File: src/rtl/psdr_pkg.sv
// Shared constants, types and codes of the point splat depth renderer.
package psdr_pkg;

    localparam int MAX_WIDTH   = 640;
    localparam int MAX_HEIGHT  = 480;
    localparam int DEPTH_WORDS = MAX_WIDTH * MAX_HEIGHT;
    localparam int ADDR_W      = $clog2(DEPTH_WORDS);
    localparam int DATA_W      = 32;
    localparam int COL_W       = 10;
    localparam int ROW_W       = 9;
    localparam int POSE_WORDS  = 12;
    localparam int POSE_IDX_W  = 4;
    localparam int FIFO_DEPTH  = 4;
    localparam int FIFO_PTR_W  = 2;
    localparam int CFG_IDX_W   = 3;

    localparam logic [31:0] EMPTY_LIMIT = 32'd66;
    localparam logic [31:0] SPLAT_K     = 32'd246101626;
    localparam logic [31:0] ONE_Q30     = 32'h4000_0000;

    typedef enum logic [1:0] {
        CMD_CLEAR  = 2'd0,
        CMD_POSE   = 2'd1,
        CMD_RENDER = 2'd2,
        CMD_READ   = 2'd3
    } t_cmd;

    typedef enum logic [2:0] {
        OP_CLEAR,
        OP_POSE,
        OP_NOP,
        OP_RENDER,
        OP_READ
    } t_op;

    typedef enum logic [1:0] {
        STS_OK     = 2'd0,
        STS_RANGE  = 2'd1,
        STS_BEHIND = 2'd2,
        STS_OFF    = 2'd3
    } t_status;

    typedef enum logic [CFG_IDX_W-1:0] {
        REG_FOCAL_X   = 3'd0,
        REG_FOCAL_Y   = 3'd1,
        REG_CENTER_X  = 3'd2,
        REG_CENTER_Y  = 3'd3,
        REG_WIDTH     = 3'd4,
        REG_HEIGHT    = 3'd5,
        REG_MAX_RANGE = 3'd6
    } t_reg_idx;

    typedef enum logic [4:0] {
        S_INIT,
        S_IDLE,
        S_CLR,
        S_XF_MUL,
        S_XF_ACC,
        S_RNG,
        S_SQ_MUL,
        S_SQ_ACC,
        S_MR_MUL,
        S_SUM_CHK,
        S_PRJ_MUL,
        S_DIV_LD,
        S_DIV,
        S_PRJ_CHK,
        S_RAD,
        S_BND,
        S_BASE,
        S_SPLAT_RD,
        S_SPLAT_WR,
        S_RD_ISSUE,
        S_RD_WAIT,
        S_RESULT
    } t_state;

    typedef struct packed {
        logic [31:0]      focal_x;
        logic [31:0]      focal_y;
        logic [31:0]      center_x;
        logic [31:0]      center_y;
        logic [COL_W-1:0] width;
        logic [ROW_W-1:0] height;
        logic [31:0]      max_range;
    } t_cfg;

    typedef struct packed {
        t_op                   op;
        logic [POSE_IDX_W-1:0] pose_index;
        logic [31:0]           pose_value;
        logic signed [31:0]    point_x;
        logic signed [31:0]    point_y;
        logic signed [31:0]    point_z;
        logic [COL_W-1:0]      pixel_col;
        logic [ROW_W-1:0]      pixel_row;
    } t_item;

    typedef struct packed {
        t_status           status;
        logic [DATA_W-1:0] depth;
    } t_result;

endpackage

File: src/rtl/psdr_front.sv
// Front end: accepts commands, classifies them and queues them for the engine.
module psdr_front (
    input  logic                           i_clk,
    input  logic                           i_rst_n,
    input  logic                           i_hold,
    input  logic                           i_push,
    output logic                           o_full,
    input  logic [1:0]                     i_cmd,
    input  logic [psdr_pkg::POSE_IDX_W-1:0] i_pose_index,
    input  logic signed [31:0]             i_pose_value,
    input  logic signed [31:0]             i_point_x,
    input  logic signed [31:0]             i_point_y,
    input  logic signed [31:0]             i_point_z,
    input  logic [psdr_pkg::COL_W-1:0]     i_pixel_col,
    input  logic [psdr_pkg::ROW_W-1:0]     i_pixel_row,
    output logic                           o_valid,
    output psdr_pkg::t_item                o_item,
    input  logic                           i_ready
);

    psdr_pkg::t_item                  r_mem [psdr_pkg::FIFO_DEPTH];
    logic [psdr_pkg::FIFO_PTR_W-1:0]  r_wr;
    logic [psdr_pkg::FIFO_PTR_W-1:0]  r_rd;
    logic [psdr_pkg::FIFO_PTR_W:0]    r_count;
    psdr_pkg::t_item                  item_in;
    logic                             push_ok;
    logic                             pop_ok;

    always_comb begin
        item_in.pose_index = i_pose_index;
        item_in.pose_value = i_pose_value;
        item_in.point_x    = i_point_x;
        item_in.point_y    = i_point_y;
        item_in.point_z    = i_point_z;
        item_in.pixel_col  = i_pixel_col;
        item_in.pixel_row  = i_pixel_row;
        unique case (psdr_pkg::t_cmd'(i_cmd))
            psdr_pkg::CMD_CLEAR:  item_in.op = psdr_pkg::OP_CLEAR;
            psdr_pkg::CMD_POSE: begin
                if (32'(i_pose_index) < psdr_pkg::POSE_WORDS) begin
                    item_in.op = psdr_pkg::OP_POSE;
                end else begin
                    item_in.op = psdr_pkg::OP_NOP;
                end
            end
            psdr_pkg::CMD_RENDER: item_in.op = psdr_pkg::OP_RENDER;
            psdr_pkg::CMD_READ:   item_in.op = psdr_pkg::OP_READ;
            default:              item_in.op = psdr_pkg::OP_NOP;
        endcase
    end

    assign o_full  = i_hold || (32'(r_count) == psdr_pkg::FIFO_DEPTH);
    assign push_ok = i_push && !o_full;
    assign o_valid = (r_count != '0);
    assign pop_ok  = o_valid && i_ready;
    assign o_item  = r_mem[r_rd];

    always_ff @(posedge i_clk) begin
        if (!i_rst_n) begin
            r_wr    <= '0;
            r_rd    <= '0;
            r_count <= '0;
        end else begin
            if (push_ok) begin
                r_wr <= r_wr + 1'b1;
            end
            if (pop_ok) begin
                r_rd <= r_rd + 1'b1;
            end
            if (push_ok && !pop_ok) begin
                r_count <= r_count + 1'b1;
            end else if (pop_ok && !push_ok) begin
                r_count <= r_count - 1'b1;
            end
        end
    end

    always_ff @(posedge i_clk) begin
        if (push_ok) begin
            r_mem[r_wr] <= item_in;
        end
    end

endmodule

File: config.mk
export PLATFORM = sky130hd
export DESIGN_NAME = psdr_front
export DESIGN_NICKNAME = d
export VERILOG_FILES = /design/src/rtl/psdr_pkg.sv /design/src/rtl/psdr_front.sv
export SDC_FILE = /design/constraint.sdc
export NUM_CORES = 1
export LEC_CHECK = 0
export ABC_CLOCK_PERIOD_IN_PS = 16360
export BUFFER_PORTS_ARGS = -buffer_cell sky130_fd_sc_hd__buf_4
export CAP_MARGIN = 15
export CORE_MARGIN = 2
export CORE_UTILIZATION = 61
export DETAILED_ROUTE_END_ITERATION = 7
export GPL_ROUTABILITY_DRIVEN = 0
export PLACE_DENSITY = 0.84
export SKIP_CTS_REPAIR_TIMING = 1
export SLEW_MARGIN = 10
export SYNTH_ARGS = -nofsm -noshare
export SYNTH_HDL_FRONTEND = slang
export SYNTH_SLANG_ARGS = --single-unit
File: constraint.sdc
create_clock -name i_clk -period 16.36 [get_ports i_clk]
set_input_delay 4.09 -clock i_clk [delete_from_list [all_inputs] [get_ports i_clk]]
set_output_delay 4.09 -clock i_clk [all_outputs]
set_load 0.02 [all_outputs]
Yosys cells after proc, flatten, opt, wreduce, memory -nomap -nowiden
Memory sizes are Yosys's and may differ from the RTL's. A register that Yosys moved wholly into a read port is not among the register bits.
Index checks and enable logic that the tools add are counted.
Word-level totals
  bits in registers: 7
  memory bits (writable): 616
  output and inout port bits: 156
  memories: 1
Operators by class
  add/sub/neg operators: 4
  magnitude comparators: 1
  eq/ne operators: 4
  muxes and demuxes: 8
  reductions and logical operators: 11
Memory list
  r_mem: depth 4, bits a word 154, rd ports 1, clocked after memory_dff 1, write ports 1, RTL line psdr_front.sv:21  | psdr_pkg::t_item r_mem [psdr_pkg::FIFO_DEPTH];
Operators by type and width (number)
  $pmux 3 s4: 1
  $mux 2: 3
  $mux 3: 2
  $add 2x1->2 const B: 2
  $eq 2x2->1 const B: 2
  $logic_and 1x1->1: 4
  $lt 4x4->1 const B: 1
  $add 3x1->3 const B: 1
  $eq 3x3->1 const B: 1
  $logic_not 1->1: 3
  $reduce_bool 3->1: 1
  $sub 3x1->3 const B: 1
  $eq 2x1->1 const B: 1
  $logic_not 2->1: 1
  $mux 1: 2
  $reduce_bool 2->1: 1
  $logic_or 1x1->1: 1

Longest topological paths before layout
  word-level depth: 8
  mapped depth: 8
  mapped depth without buffers: 8

Worst setup path after synthesis
Ideal clock, no wire load.
  kind: in2reg
  start point: input port i_hold
  end point: memory r_mem[0][0] (netlist name) (enable)
  arrival time: 8.038 ns
  required time: 15.828 ns
  slack: 7.790 ns
  stages on the path: 3
  cells stage by stage: nand2b_1 a21oi_2 and2_1
Between the ends
  cells in the longest elaborated chain, start to end: 5
RTL lines
  start, declared: RTL line psdr_front.sv:5  | input logic i_hold,
  $logic_or 1x1->1: RTL line psdr_front.sv:52  | assign o_full = i_hold || (32'(r_count) == psdr_pkg::FIFO_DEPTH);
  $logic_not 1->1: RTL line psdr_front.sv:53  | assign push_ok = i_push && !o_full;
  $logic_and 1x1->1: RTL line psdr_front.sv:53
  net push_ok: RTL line psdr_front.sv:26  | logic push_ok;
  $mux 1: RTL line psdr_front.sv:79  | if (push_ok) begin
  $mux 1 (implied by the code): RTL line psdr_front.sv:80  | r_mem[r_wr] <= item_in;
  end, declared: RTL line psdr_front.sv:21
The timed path passes the listed nets, and every way through them passes these cells.

Worst setup path after layout
  start point: input port i_hold
  end point: output port o_full
Between the ends
  cells in the longest elaborated chain, start to end: 1
RTL lines
  $logic_or 1x1->1: RTL line psdr_front.sv:52
  end, declared: RTL line psdr_front.sv:7  | output logic o_full,
No other way between the ends.

==> impl_results.md <==
* Core Area at 36600 µm²
* Initial antenna violation count at 5
* Post-Syn Area at 22700 µm²
* Clock period minus worst slack at between 8 and 9 ns
* Post-DP HPWL at 24600 µm
* Max-slew violation count at 0
* CP max stage delay at around 0.17 ns
* MaxCap Viol Count at 0
* Synth area leader: edfxtp_1
* Setup violators final at 0
* Reg-to-reg endpoint: r_mem[0][88]
* Worst-path clk slew at 0.06 ns
* Syn-to-layout area delta at 20.3%
* H-tree depth at 2
* Switching share of power at 27.2%
* Top FF cell, synth: edfxtp_1
* Worst setup EP type: output port
* Worst hold path startpoint: r_wr[1]
* I/O Buffers at 313
* Post-synth EDFFs at 616
* First-pass detailed-route iteration total at 5
* RR Startpoint: r_count[0]
* Initial Util at 62.0%
* Post-synth top cells: 616 x edfxtp_1, 154 x mux4_2, 17 x buf_2
* Switching power at approximately 1100 µW
* Largest family of logic cells by synthesized area: multiplexers
* CP Class: in -> out
* Synth Area in Compound Gates at less than 1%
* Critical-path top delay cell: a21o_1
* Syn Area/Cell at 26.4 µm²
* Largest net degree at the start of global routing at 73
* # rows at 70
* Synth warn at 0
* Clock latency on the worst-skew pair at 0.60 ns
* Simple-Gate Fraction of Synth Area at 0.540%
* Slew Limit Headroom at 25.8%
* CP bufs+invs at 2
* CP Launch Type: input pin
* Peak fanout along the critical path at 2
* CTS Buffer Depth at 3
* CTS tree: done
* Unique masters post-synth at 26
* Synth async-reset ratio at 0%
* RSZ-0062 raised after global routing: no
* Crit share post-route at between 50% and 60%
* Vias/cell at roughly 6
* Yosys reg bits at 625
* Internal power at 3050 µW
* Worst Hold Class: reg -> reg
* WHS Path Cells at 2
* TritonCTS Sinks at 625
* DRC Markers at 0
* CTS Root Cell: clkbuf_16
* Detail Route Antenna Nets at 0
* Crit path DAT at 4.54 ns
* Clk pwr share at 30.0%
* DR vias at 10100
* Crit-path cells: buf_4, a21o_1, buf_4
* Post-Synth Adder-Cell Area at 0.364%
* Sequential power share at 45.1%
* Syn Nets at between 1000 and 1500
* Wire per inst at 25.2 µm
* Post-synthesis mux area share at 15.4%
* GR Util All Layers at 22.8%
* Final setup TNS at 0 ns
* Status: complete, no violations
* Area fraction of the dominant cell type after synthesis at between 80% and 90%
* CP Data Required Time at 12.27 ns
* Most numerous cell in the Yosys netlist: edfxtp_1
* Hold Path Sink: r_wr[1]
* CP delay by family, top: buffers and inverters
* Horiz. Die Dim at 197 µm
* DIE AREA at 38800 µm²
* Combinational share of power at 24.9%
* Drt total wl at roughly 44000 µm
* PwrDens at 153 nW/µm²
* Die height at 197 µm
* Hold Vio Cnt, Final at 0
* Drt initial violations at 712
* Xor-xnor portion of the synthesized cell area at less than 1%
* Synth Instances at 860
* Fraction of layout cells with a size suffix above 1 at ~46%
* Synth top area cells: edfxtp_1 81%, mux4_2 15%, dfxtp_1 0.79%, buf_6 0.40%, buf_2 0.37%
* Peak supply drop at 0.128 mV
* Fmax at 116 MHz
* Hold slack at roughly 0.51 ns
* Fin area at 27300 µm²
* GRT Residual Overflow at 0
* Final worst-path setup slack at 7.73 ns
* R2R cell count at 5
* TritonCTS buffer count at 58
* Clk_skew at 0.0137 ns
* Sequential area share after synthesis at 82.2%
* # nets final at 1375
* First-pass GRT wire length at roughly 65000 µm
* Slew @ Worst Pin at 1.11 ns
* Pleak at ~0.0091 µW
* I/O pins at about 310
* R2R setup slack at 12.61 ns
* Placement-stage cell area at 25500 µm²
* Most frequent CP cell: buf_4
* Vias in the first global route at 10700
* DP Worst Slack at a little under 8 ns
## state kept, by name, indices dropped and copies added, names as in the netlist, named ones only
| register | count |
|---|---|
| r_mem | 616 |
| r_count | 3 |
| r_rd | 2 |
| r_wr | 2 |
## worst min-delay path, delay by kind of cell, from the launching register on
kind | cells | cell delay [ns]
muxes | 1 | 0.05
DFF | 1 | 0.34
and+or+nand+nor | 1 | 0.07
## power by group through the flow
stage               combinational, µW  sequential [µW]  clock [µW]
global route                     1100             1900        1340
detailed placement               1050             1930           0
finish                           1040             1890        1260
CTS                              1060             1900        1280
global placement                 1040             1920           0
floorplan                         705             1900           0
## how the worst max path moves through the flow
| stage | from | to | slack [ns] | cells past startpoint |
|---|---|---|---|---|
| 4_1_cts | i_hold | o_full | 7.73 | 3 |
| 5_1_grt | i_hold | o_full | 7.72 | 3 |
| 2_1_floorplan | i_hold | r_mem[0][0] | 7.79 | 3 |
| 3_3_place_gp | i_hold | o_full | 7.77 | 3 |
| 6_report | i_hold | o_full | 7.73 | 3 |
| 3_5_place_dp | i_hold | o_full | 7.77 | 3 |
## routing by layer
layer | GRT usage (%) | vias up | wire [µm]
met4 | 7.05 | 6 | 839
met3 | 6.64 | 61 | 3810
met2 | 37.0 | 370 | 22300
met1 | 30.6 | 5265 | 16600
met5 | 0 | - | 39
li1 | - | 4423 | -
## cells by family (layout without fill, tap and decap cells)
group                    after synthesis  in the layout
AO/OA/AOI/OAI                          8              8
XOR/XNOR                               4              4
adder cells (fa/ha/maj)                6              6
buffers and inverters                 38            435
flip-flops                           625            625
multiplexers                         157            157
other                                  0              3
AND/OR/NAND/NOR                       22             22
## area by class of cell
type	count	area, µm²
multi-input combinational	197	3800
timing repair buffer	326	2450
fill	1963	9280
tap	468	586
clock inverter	32	224
antenna	3	7.51
inverter	3	11.3
clock buffer	74	1560
sequential	625	18700
## layout by cell type (no fill, tap or decap), drive strengths merged, types with 2 or more instances in the layout
cell and instances:
edfxtp 616, buf 326, mux4 154, clkbuf 74, clkinv 27, and2 10
dfxtp 9, nand2 5, ha 5, inv 5, diode 3, nand2b 3
o21ai 3, xnor2 3, mux2i 3, or3 2, bufinv 2
## through the flow
| step | utilization [%] | total power [µW] | cells |
|---|---|---|---|
| 5_1_grt | 74.6 | 4350 | 1727 |
| 3_3_place_gp | 69.7 | 2970 | 1619 |
| 3_5_place_dp | 69.7 | 2980 | 1619 |
| 4_1_cts | 74.6 | 4240 | 1725 |
| 2_1_floorplan | - | 2600 | 860 |
| 6_report | 74.6 | 4190 | 1728 |
No activity file was read; power rests on OpenSTA's default activity.
